### src/rtl/core/fpr_pkg.sv
// fpr_pkg: shared types and constants for the fifo page replacement block
// used by the controller, the datapath and the top level; no dependencies
`timescale 1ns / 1ps

package fpr_pkg;

  // width of the frame count register and its value after reset
  localparam int CFG_W = 7;
  localparam logic [CFG_W-1:0] FRAME_COUNT_RESET = 7'd4;

  // running counters
  localparam int TOTAL_W = 32;
  localparam logic [TOTAL_W-1:0] COUNT_MAX = 32'hFFFF_FFFF;

  // access type mark that makes a frame dirty ('W')
  localparam logic [7:0] WRITE_MARK = 8'h57;
  localparam logic WRITE_SETS_DIRTY = (WRITE_MARK == 8'h57);

  // controller states
  typedef enum logic [0:0] {
    ST_IDLE,
    ST_UPDATE
  } fpr_state_t;

  // controller to datapath commands
  typedef struct packed {
    logic capture;    // accept an access, register tag matches, read victim page
    logic update;     // apply hit or replacement, load the result register
    logic cfg_write;  // load frame count and empty the frame table
  } fpr_cmd_t;

endpackage

### src/rtl/core/fpr_ram.sv
// fpr_ram: generic single write port, single read port ram with registered read
// no dependencies
`timescale 1ns / 1ps

module fpr_ram #(
  parameter int WIDTH = 20,
  parameter int DEPTH = 64,
  localparam int ADDR_W = (DEPTH > 1) ? $clog2(DEPTH) : 1
) (
  input  logic              clk,
  input  logic              wr_en,
  input  logic [ADDR_W-1:0] wr_addr,
  input  logic [WIDTH-1:0]  wr_data,
  input  logic              rd_en,
  input  logic [ADDR_W-1:0] rd_addr,
  output logic [WIDTH-1:0]  rd_data
);

  logic [WIDTH-1:0] mem_r [DEPTH];

  // write port
  always_ff @(posedge clk) begin
    if (wr_en) begin
      mem_r[wr_addr] <= wr_data;
    end
  end

  // registered read port
  always_ff @(posedge clk) begin
    if (rd_en) begin
      rd_data <= mem_r[rd_addr];
    end
  end

endmodule

### src/rtl/core/fpr_ctrl.sv
// fpr_ctrl: two-state sequencer for lookup and update, result and config handshakes
// depends on fpr_pkg
`timescale 1ns / 1ps

module fpr_ctrl (
  input  logic              clk,
  input  logic              rst_n,
  input  logic              in_valid,
  output logic              in_stall,
  input  logic              cfg_valid,
  output logic              cfg_ready,
  output logic              out_valid,
  input  logic              out_stall,
  output fpr_pkg::fpr_cmd_t cmd
);

  fpr_pkg::fpr_state_t state_r, state_nxt;
  logic                out_valid_r, out_valid_nxt;
  logic                out_free;

  // result register can take a new transaction
  assign out_free = !out_valid_r || !out_stall;

  // next state
  always_comb begin
    state_nxt = state_r;
    case (state_r)
      fpr_pkg::ST_IDLE: begin
        if (in_valid && !cfg_valid) begin
          state_nxt = fpr_pkg::ST_UPDATE;
        end
      end
      fpr_pkg::ST_UPDATE: begin
        if (out_free) begin
          state_nxt = fpr_pkg::ST_IDLE;
        end
      end
      default: state_nxt = fpr_pkg::ST_IDLE;
    endcase
  end

  // outputs and commands
  always_comb begin
    in_stall      = 1'b1;
    cfg_ready     = 1'b0;
    cmd           = '0;
    case (state_r)
      fpr_pkg::ST_IDLE: begin
        in_stall      = cfg_valid;
        cfg_ready     = 1'b1;
        cmd.capture   = in_valid && !cfg_valid;
        cmd.cfg_write = cfg_valid;
      end
      fpr_pkg::ST_UPDATE: begin
        cmd.update = out_free;
      end
      default: begin
        in_stall = 1'b1;
      end
    endcase
  end

  // result valid flag
  always_comb begin
    out_valid_nxt = out_valid_r;
    if (cmd.update) begin
      out_valid_nxt = 1'b1;
    end else if (out_valid_r && !out_stall) begin
      out_valid_nxt = 1'b0;
    end
  end

  assign out_valid = out_valid_r;

  // control registers
  always_ff @(posedge clk) begin
    if (!rst_n) begin
      state_r     <= fpr_pkg::ST_IDLE;
      out_valid_r <= 1'b0;
    end else begin
      state_r     <= state_nxt;
      out_valid_r <= out_valid_nxt;
    end
  end

endmodule

### src/rtl/core/fpr_datapath.sv
// fpr_datapath: frame tags, dirty bits, fifo pointer, counters and result register
// depends on fpr_pkg and fpr_ram
`timescale 1ns / 1ps

module fpr_datapath #(
  parameter int MAX_FRAMES = 64,
  parameter int PAGE_BITS  = 20
) (
  input  logic                        clk,
  input  logic                        rst_n,
  input  fpr_pkg::fpr_cmd_t           cmd,
  input  logic [PAGE_BITS-1:0]        in_page_number,
  input  logic                        in_is_write,
  input  logic [fpr_pkg::CFG_W-1:0]   cfg_data,
  output logic                        out_hit,
  output logic                        out_writeback,
  output logic                        out_evicted_valid,
  output logic [PAGE_BITS-1:0]        out_evicted_page,
  output logic [fpr_pkg::TOTAL_W-1:0] out_event_total,
  output logic [fpr_pkg::TOTAL_W-1:0] out_read_total,
  output logic [fpr_pkg::TOTAL_W-1:0] out_write_total,
  output logic [fpr_pkg::TOTAL_W-1:0] out_fault_total
);

  localparam int IDX_W = (MAX_FRAMES > 1) ? $clog2(MAX_FRAMES) : 1;
  localparam int CNT_W = $clog2(MAX_FRAMES + 1);
  localparam int CMP_W = (CNT_W > fpr_pkg::CFG_W) ? CNT_W : fpr_pkg::CFG_W;
  localparam int TW    = fpr_pkg::TOTAL_W;

  function automatic logic [TW-1:0] sat_inc(input logic [TW-1:0] v, input logic en);
    return (en && (v != fpr_pkg::COUNT_MAX)) ? v + TW'(1) : v;
  endfunction

  // configuration and table state
  logic [fpr_pkg::CFG_W-1:0] cfg_r;
  logic [CNT_W-1:0]          filled_r, filled_nxt;
  logic [IDX_W-1:0]          oldest_r, oldest_nxt;
  logic [MAX_FRAMES-1:0]     dirty_r, dirty_nxt;
  logic [PAGE_BITS-1:0]      tag_r [MAX_FRAMES];

  // captured transaction
  logic [PAGE_BITS-1:0]      page_r;
  logic                      wr_r;
  logic [MAX_FRAMES-1:0]     match_r, match_nxt;
  logic [PAGE_BITS-1:0]      victim_page;

  // counters
  logic [TW-1:0] event_r, read_r, write_r, fault_r;
  logic [TW-1:0] event_nxt, read_nxt, write_nxt, fault_nxt;

  // result register
  logic                 hit_r, wb_r, ev_valid_r;
  logic [PAGE_BITS-1:0] ev_page_r;

  logic [CMP_W-1:0] cfg_ext, n_full;
  logic [CNT_W-1:0] n_frames;
  logic [IDX_W-1:0] victim, slot;
  logic [CNT_W-1:0] oldest_inc;
  logic             hit, miss, free, evict, wb, dirty_in;

  // clamp frame count to one..MAX_FRAMES
  always_comb begin
    cfg_ext = CMP_W'(cfg_r);
    if (cfg_r == '0) begin
      n_full = CMP_W'(1);
    end else if (cfg_ext > CMP_W'(MAX_FRAMES)) begin
      n_full = CMP_W'(MAX_FRAMES);
    end else begin
      n_full = cfg_ext;
    end
  end
  assign n_frames = n_full[CNT_W-1:0];

  // victim slot from the fifo pointer
  assign victim = (CNT_W'(oldest_r) >= n_frames) ? '0 : oldest_r;

  // parallel tag compare over filled frames
  always_comb begin
    for (int i = 0; i < MAX_FRAMES; i++) begin
      match_nxt[i] = (tag_r[i] == in_page_number) && (CNT_W'(i) < filled_r);
    end
  end

  // victim page copy, read on capture
  fpr_ram #(
    .WIDTH (PAGE_BITS),
    .DEPTH (MAX_FRAMES)
  ) u_page_ram (
    .clk     (clk),
    .wr_en   (cmd.update && miss),
    .wr_addr (slot),
    .wr_data (page_r),
    .rd_en   (cmd.capture),
    .rd_addr (victim),
    .rd_data (victim_page)
  );

  // hit or replacement decision
  assign hit        = |match_r;
  assign miss       = !hit;
  assign free       = filled_r < n_frames;
  assign slot       = free ? filled_r[IDX_W-1:0] : victim;
  assign evict      = miss && !free;
  assign wb         = evict && dirty_r[victim];
  assign dirty_in   = wr_r && fpr_pkg::WRITE_SETS_DIRTY;
  assign oldest_inc = CNT_W'(victim) + CNT_W'(1);

  // table state next values
  always_comb begin
    filled_nxt = filled_r;
    oldest_nxt = oldest_r;
    dirty_nxt  = dirty_r;
    if (cmd.cfg_write) begin
      filled_nxt = '0;
      oldest_nxt = '0;
      dirty_nxt  = '0;
    end else if (cmd.update) begin
      for (int i = 0; i < MAX_FRAMES; i++) begin
        if (match_r[i] && dirty_in) begin
          dirty_nxt[i] = 1'b1;
        end
      end
      if (miss) begin
        dirty_nxt[slot] = dirty_in;
        if (free) begin
          filled_nxt = filled_r + CNT_W'(1);
        end else begin
          oldest_nxt = (oldest_inc >= n_frames) ? '0 : oldest_inc[IDX_W-1:0];
        end
      end
    end
  end

  // counter next values
  always_comb begin
    event_nxt = event_r;
    read_nxt  = read_r;
    write_nxt = write_r;
    fault_nxt = fault_r;
    if (cmd.update) begin
      event_nxt = sat_inc(event_r, 1'b1);
      read_nxt  = sat_inc(read_r, miss);
      write_nxt = sat_inc(write_r, wb);
      fault_nxt = sat_inc(fault_r, miss);
    end
  end

  // control state registers
  always_ff @(posedge clk) begin
    if (!rst_n) begin
      cfg_r    <= fpr_pkg::FRAME_COUNT_RESET;
      filled_r <= '0;
      oldest_r <= '0;
      dirty_r  <= '0;
      event_r  <= '0;
      read_r   <= '0;
      write_r  <= '0;
      fault_r  <= '0;
    end else begin
      if (cmd.cfg_write) begin
        cfg_r <= cfg_data;
      end
      filled_r <= filled_nxt;
      oldest_r <= oldest_nxt;
      dirty_r  <= dirty_nxt;
      event_r  <= event_nxt;
      read_r   <= read_nxt;
      write_r  <= write_nxt;
      fault_r  <= fault_nxt;
    end
  end

  // frame tags, written on a fault
  always_ff @(posedge clk) begin
    if (cmd.update && miss) begin
      tag_r[slot] <= page_r;
    end
  end

  // capture the accepted transaction
  always_ff @(posedge clk) begin
    if (cmd.capture) begin
      page_r  <= in_page_number;
      wr_r    <= in_is_write;
      match_r <= match_nxt;
    end
  end

  // result payload
  always_ff @(posedge clk) begin
    if (cmd.update) begin
      hit_r      <= hit;
      wb_r       <= wb;
      ev_valid_r <= evict;
      ev_page_r  <= evict ? victim_page : '0;
    end
  end

  assign out_hit           = hit_r;
  assign out_writeback     = wb_r;
  assign out_evicted_valid = ev_valid_r;
  assign out_evicted_page  = ev_page_r;
  assign out_event_total   = event_r;
  assign out_read_total    = read_r;
  assign out_write_total   = write_r;
  assign out_fault_total   = fault_r;

endmodule

### src/rtl/core/fifo_page_replacement.sv
// fifo_page_replacement: fifo page replacement with a dirty bit per frame
// an accepted access is registered with its tag-match vector over all frames and its
//   victim page; the hit or replacement update then loads the result register, and
//   waits while the previous result is still stalled at the output; no new access is
//   taken until that update is done
// reset: synchronous, clears the frame table, dirty bits and counters, frame count 4
// depends on fpr_pkg, fpr_ctrl, fpr_datapath, fpr_ram
`timescale 1ns / 1ps

module fifo_page_replacement #(
  parameter int MAX_FRAMES = 64,
  parameter int PAGE_BITS  = 20
) (
  input  logic                        clk,
  input  logic                        rst_n,
  input  logic                        in_valid,
  output logic                        in_stall,
  input  logic [PAGE_BITS-1:0]        in_page_number,
  input  logic                        in_is_write,
  input  logic                        cfg_valid,
  output logic                        cfg_ready,
  input  logic [fpr_pkg::CFG_W-1:0]   cfg_data,
  output logic                        out_valid,
  input  logic                        out_stall,
  output logic                        out_hit,
  output logic                        out_writeback,
  output logic                        out_evicted_valid,
  output logic [PAGE_BITS-1:0]        out_evicted_page,
  output logic [fpr_pkg::TOTAL_W-1:0] out_event_total,
  output logic [fpr_pkg::TOTAL_W-1:0] out_read_total,
  output logic [fpr_pkg::TOTAL_W-1:0] out_write_total,
  output logic [fpr_pkg::TOTAL_W-1:0] out_fault_total
);

  fpr_pkg::fpr_cmd_t cmd;

  // sequencer
  fpr_ctrl u_ctrl (
    .clk       (clk),
    .rst_n     (rst_n),
    .in_valid  (in_valid),
    .in_stall  (in_stall),
    .cfg_valid (cfg_valid),
    .cfg_ready (cfg_ready),
    .out_valid (out_valid),
    .out_stall (out_stall),
    .cmd       (cmd)
  );

  // frame table and counters
  fpr_datapath #(
    .MAX_FRAMES (MAX_FRAMES),
    .PAGE_BITS  (PAGE_BITS)
  ) u_datapath (
    .clk               (clk),
    .rst_n             (rst_n),
    .cmd               (cmd),
    .in_page_number    (in_page_number),
    .in_is_write       (in_is_write),
    .cfg_data          (cfg_data),
    .out_hit           (out_hit),
    .out_writeback     (out_writeback),
    .out_evicted_valid (out_evicted_valid),
    .out_evicted_page  (out_evicted_page),
    .out_event_total   (out_event_total),
    .out_read_total    (out_read_total),
    .out_write_total   (out_write_total),
    .out_fault_total   (out_fault_total)
  );

  // no second access is taken while one is in the update state
  assert property (@(posedge clk) disable iff (!rst_n)
    (in_valid && !in_stall) |=> in_stall)
    else $error("access accepted during update");

  // a config write and an access never complete together
  assert property (@(posedge clk) disable iff (!rst_n)
    (cfg_valid && cfg_ready) |-> !(in_valid && !in_stall))
    else $error("config write collided with an access");

  // a hit never evicts
  assert property (@(posedge clk) disable iff (!rst_n)
    (out_valid && out_hit) |-> (!out_evicted_valid && !out_writeback))
    else $error("hit reported an eviction");

  // a writeback only comes with an eviction
  assert property (@(posedge clk) disable iff (!rst_n)
    (out_valid && out_writeback) |-> out_evicted_valid)
    else $error("writeback without eviction");

endmodule

### config.mk
export PLATFORM = sky130hd
export DESIGN_NAME = fifo_page_replacement
export DESIGN_NICKNAME = d
export VERILOG_FILES = /design/src/rtl/core/fpr_pkg.sv /design/src/rtl/core/fpr_ram.sv /design/src/rtl/core/fpr_ctrl.sv /design/src/rtl/core/fpr_datapath.sv /design/src/rtl/core/fifo_page_replacement.sv
export SDC_FILE = /design/constraint.sdc
export NUM_CORES = 2
export LEC_CHECK = 0
export BUFFER_PORTS_ARGS = -buffer_cell sky130_fd_sc_hd__buf_4
export CAP_MARGIN = 20
export CELL_PAD_IN_SITES_DETAIL_PLACEMENT = 1
export CELL_PAD_IN_SITES_GLOBAL_PLACEMENT = 2
export CORE_MARGIN = 4
export CORE_UTILIZATION = 47
export DETAILED_ROUTE_END_ITERATION = 6
export PLACE_DENSITY_LB_ADDON = 0.3
export SETUP_SLACK_MARGIN = 0.05
export SYNTH_ARGS = -nofsm -noshare
export SYNTH_HDL_FRONTEND = slang
export SYNTH_SLANG_ARGS = --single-unit
export TNS_END_PERCENT = 5
### constraint.sdc
create_clock -name clk -period 15.62 [get_ports clk]
set_input_delay 0.781 -clock clk [delete_from_list [all_inputs] [get_ports clk]]
set_output_delay 0.781 -clock clk [all_outputs]
set_load 0.03 [all_outputs]
==> out/results.txt <==
1st-pass router iterations = 7
CTS tree = built
Leakage Power = 0.02986 uW
Crit path time final = 6402 ps
# DRC = 3
Top_reg_cell synth = edfxtp_1
Clock power share = 45.2%
Global Route Usage Sum = 37.62%
H-tree levels = 4
Placed cell areas = 84430 sq um
Initial antenna violation count = 22
Max_slew headroom = 6.780%
Grt ovf = 0
Util after Layout = 53.45%
Outcome = finished with violations
Post-Synthesis Net Count = 7196
Register-to-Register Path Depth = 14
Final Setup Violations = 0
HP Class = in2reg
Largest area contributor in the netlist = edfxtp_1
Final hold vios = 0
Sw Share = 23.71%
Io pins = 187
Largest family of logic cells by synthesized area = XOR/XNOR gates
Ys async rst share = 0%
Least-Margin Pin Slew = 1384 ps
Maximum fanout along the worst path = 150
CP Cell Sequence = inv_1, ha_1, nand2b_4, a211oi_4, o211ai_4, buf_12, inv_4, buf_4, buf_4, nand3_1, a21oi_1, a21oi_1, o21ai_0, a31oi_1
CTS Root Cell = clkbuf_16
Max-capacitance violation count = 0
Clock transition at path regs = 60 ps
Die width = 420.9 um
Mapped Area = 80130 sq um
Setup Buffers After CTS = 0
Synth top area share = 52.76%
Estimated wirelength of the detail-placed design = 221.8 mm
Final WL = 345.3 mm
Post-cts sizing count = 0
Fin crit share = 40.99%
First-pass GRT wire length = 480.9 mm
Distinct cells, synth = 63
Final net count = 7288
Design area = 90590 sq um
Power Internal = 7256 uW
Seq/Total Area, Yosys = 58.11%
Post-synthesis adder-cell area fraction = 0.3903%
#FFs+latches synth = 1622
Crit path capture type = register
Post-synth EDFFs = 1408
Post-detailed-route wirelength per cell = 35.92 um
Skew-Pair Late Insertion Delay = 850 ps
Site Rows = 151
DIE AREA = 177200 sq um
Vias per cell = 6.692
P&R area growth vs syn = 13.04%
Core footprint = 169500 sq um
Remaining antenna violation count = 0
CP startpoint = u_datapath.oldest_r[0]
Synth top area cells = edfxtp_1 53%, xor2_1 9.7%, dfxtp_1 5.3%
1st-iter DRT viols = 10024
RSZ-0062 raised after global routing = false
Crit Path Category = reg2reg
XOR/XNOR Fraction of Synth Area = 14.84%
CP peak stage delay = 950 ps
Cell count after synthesis = 7138
CP max-delay cell = o21ai_0
Hold path cells = 1
Clock sink count = 1622
Maximum number of pins on one net before global-route repair = 189
Combinational fraction of design power = 5.1%
Sequential power share = 49.7%
Layout cells sized above 1 = 10.78%
Post-Layout Cell Count = 9613
Num CTS Buffers = 181
Worst setup SP type = register
Power per cell area = 105.0 nW/um^2
I/O Buffers = 186
Number of global-route vias before repair = 63848
Hold Crit Start = in_is_write
Die height = 420.9 um
Setup TNS = 0 ps
Hold_buf cts = 0
Compound-cell area share of the yosys netlist = 8.915%
Placer Congestion = 1.009
WP data arrival = 6950 ps
Violated checks = design-rule violations
Placed cells = 9248
Setup Skew = 48.15 ps
NetSw = 2255 uW
Mux contribution to synthesized area = 2.573%
Fmax = 0.1562 GHz
Avg Cell Area, Syn = 11.23 sq um
Routed vias = 64329
Final Max Tran Viols = 0
YS warnings = 0
CTS Buffer Depth = 3
Initial Utilization = 47.28%
Worst EP required = 16160 ps
RR Startpoint = u_datapath.oldest_r[0]
Fill cell count = 17557
Synth Area in Simple Gates = 12.61%
Max VDD drop = 123.5 uV
stage by stage:
step / hold slack [ps] / setup slack (ps) / total power [uW]
2_1_floorplan: 436.1 / 9466 / 5063
3_3_place_gp: 435.9 / 9615 / 5274
3_5_place_dp: 460.7 / 9480 / 5281
4_1_cts: 94.74 / 9446 / 9522
5_1_grt: 109.1 / 9133 / 9734
6_report: 142.1 / 9218 / 9511
cell type report:
class	count	area, sq um	share of cell area (%)
flip-flops and latches	1622	46570	51.41
multi-input cells	4972	31760	35.06
clock buffers	217	4775	5.271
repair buffers	415	3425	3.780
well taps	2218	2775	3.064
clock inverters	120	1102	1.217
inverters	38	147.6	0.1630
diodes	11	27.53	0.03039
cells in the final DEF (no fill, tap or decap), types with 17 or more instances in the layout:
cell type / n
nor4_1: 273
o22ai_1: 41
inv_1: 32
nor2_2: 54
clkinv_2: 41
nand2_1: 683
clkinv_1: 40
nor3_1: 55
buf_4: 382
mux2i_1: 188
nor2_1: 283
edfxtp_1: 1408
or3_1: 43
a221oi_1: 24
and3_1: 79
xnor2_1: 469
buf_8: 22
a21oi_1: 460
clkbuf_1: 25
o31ai_1: 24
and2_1: 18
nand4_1: 179
dfxtp_1: 210
o2111ai_1: 25
a31oi_1: 102
nand3_1: 346
clkbuf_16: 181
nand2b_1: 17
ha_1: 25
o21ai_0: 553
xor2_1: 889
synth_stat cells (44+ instances only):
cell,instances
nand2_1,686
xor2_1,889
a31oi_1,102
clkbuf_1,422
xnor2_1,469
nor4_1,273
buf_1,77
dfxtp_1,214
nor2_1,340
or3_1,44
a21oi_1,460
mux2i_1,188
edfxtp_1,1408
o21ai_0,553
nand3_1,346
nor3_1,55
and3_1,79
nand4_1,179
metal layers:
layer	part of all wire, %	up-vias	wire [um]	track usage [%]
met3	11	1040	38550	8.926
li1	-	26156	-	-
met4	7.7	12	26610	23.98
met1	37	32794	129000	48.75
met2	44	4327	151000	56.89
met5	0.023	-	79	0
critical path: cells and delay by family, from the launching register on:
| kind | cells | cell delay (ps) |
|---|---|---|
| adders and majority gates | 1 | 360 |
| DFF | 1 | 670 |
| buffers and inverters | 5 | 2260 |
| AOI/OAI and AO/OA | 6 | 2190 |
| and+or+nand+nor | 2 | 340 |
logic make-up (layout without fill, tap and decap cells):
logic type / Yosys count / after routing
AND/OR/NAND/NOR: 2094 / 2094
flip-flops: 1622 / 1622
XOR/XNOR: 1358 / 1358
AO/OA/AOI/OAI: 1294 / 1294
buffers and inverters: 544 / 790
multiplexers: 201 / 201
adder cells (fa/ha/maj): 25 / 25
other: 0 / 11
power groups by stage:
| stage | sequential, uW | combinational [uW] | clock, uW |
|---|---|---|---|
| floorplan | 4830 | 232 | 0 |
| global placement | 4820 | 456 | 0 |
| detailed placement | 4820 | 463 | 0 |
| CTS | 4730 | 466 | 4330 |
| global route | 4720 | 487 | 4520 |
| finish | 4730 | 482 | 4300 |
state kept, by name, indices dropped and copies added (netlist names), 20 cells and up:
register	count
u_datapath.out_write_total	32
u_datapath.out_event_total	32
u_datapath.match_r	64
u_datapath.dirty_r	64
u_datapath.out_evicted_page	20
u_datapath.u_page_ram.mem_r	1280
u_datapath.out_read_total	32
u_datapath.out_fault_total	32
u_datapath.u_page_ram.rd_data	20
u_datapath.page_r	20
path summary, 6_finish.rpt:
path,to,slack (ps)
hold reg to reg,u_datapath.cfg_ext[0],470
setup reg to reg,u_datapath.u_page_ram.rd_data[9],9220
hold / removal,u_datapath.dirty_in,140
setup / recovery,u_datapath.u_page_ram.rd_data[9],9220
Note: power is estimated with default switching activity, not from simulation.
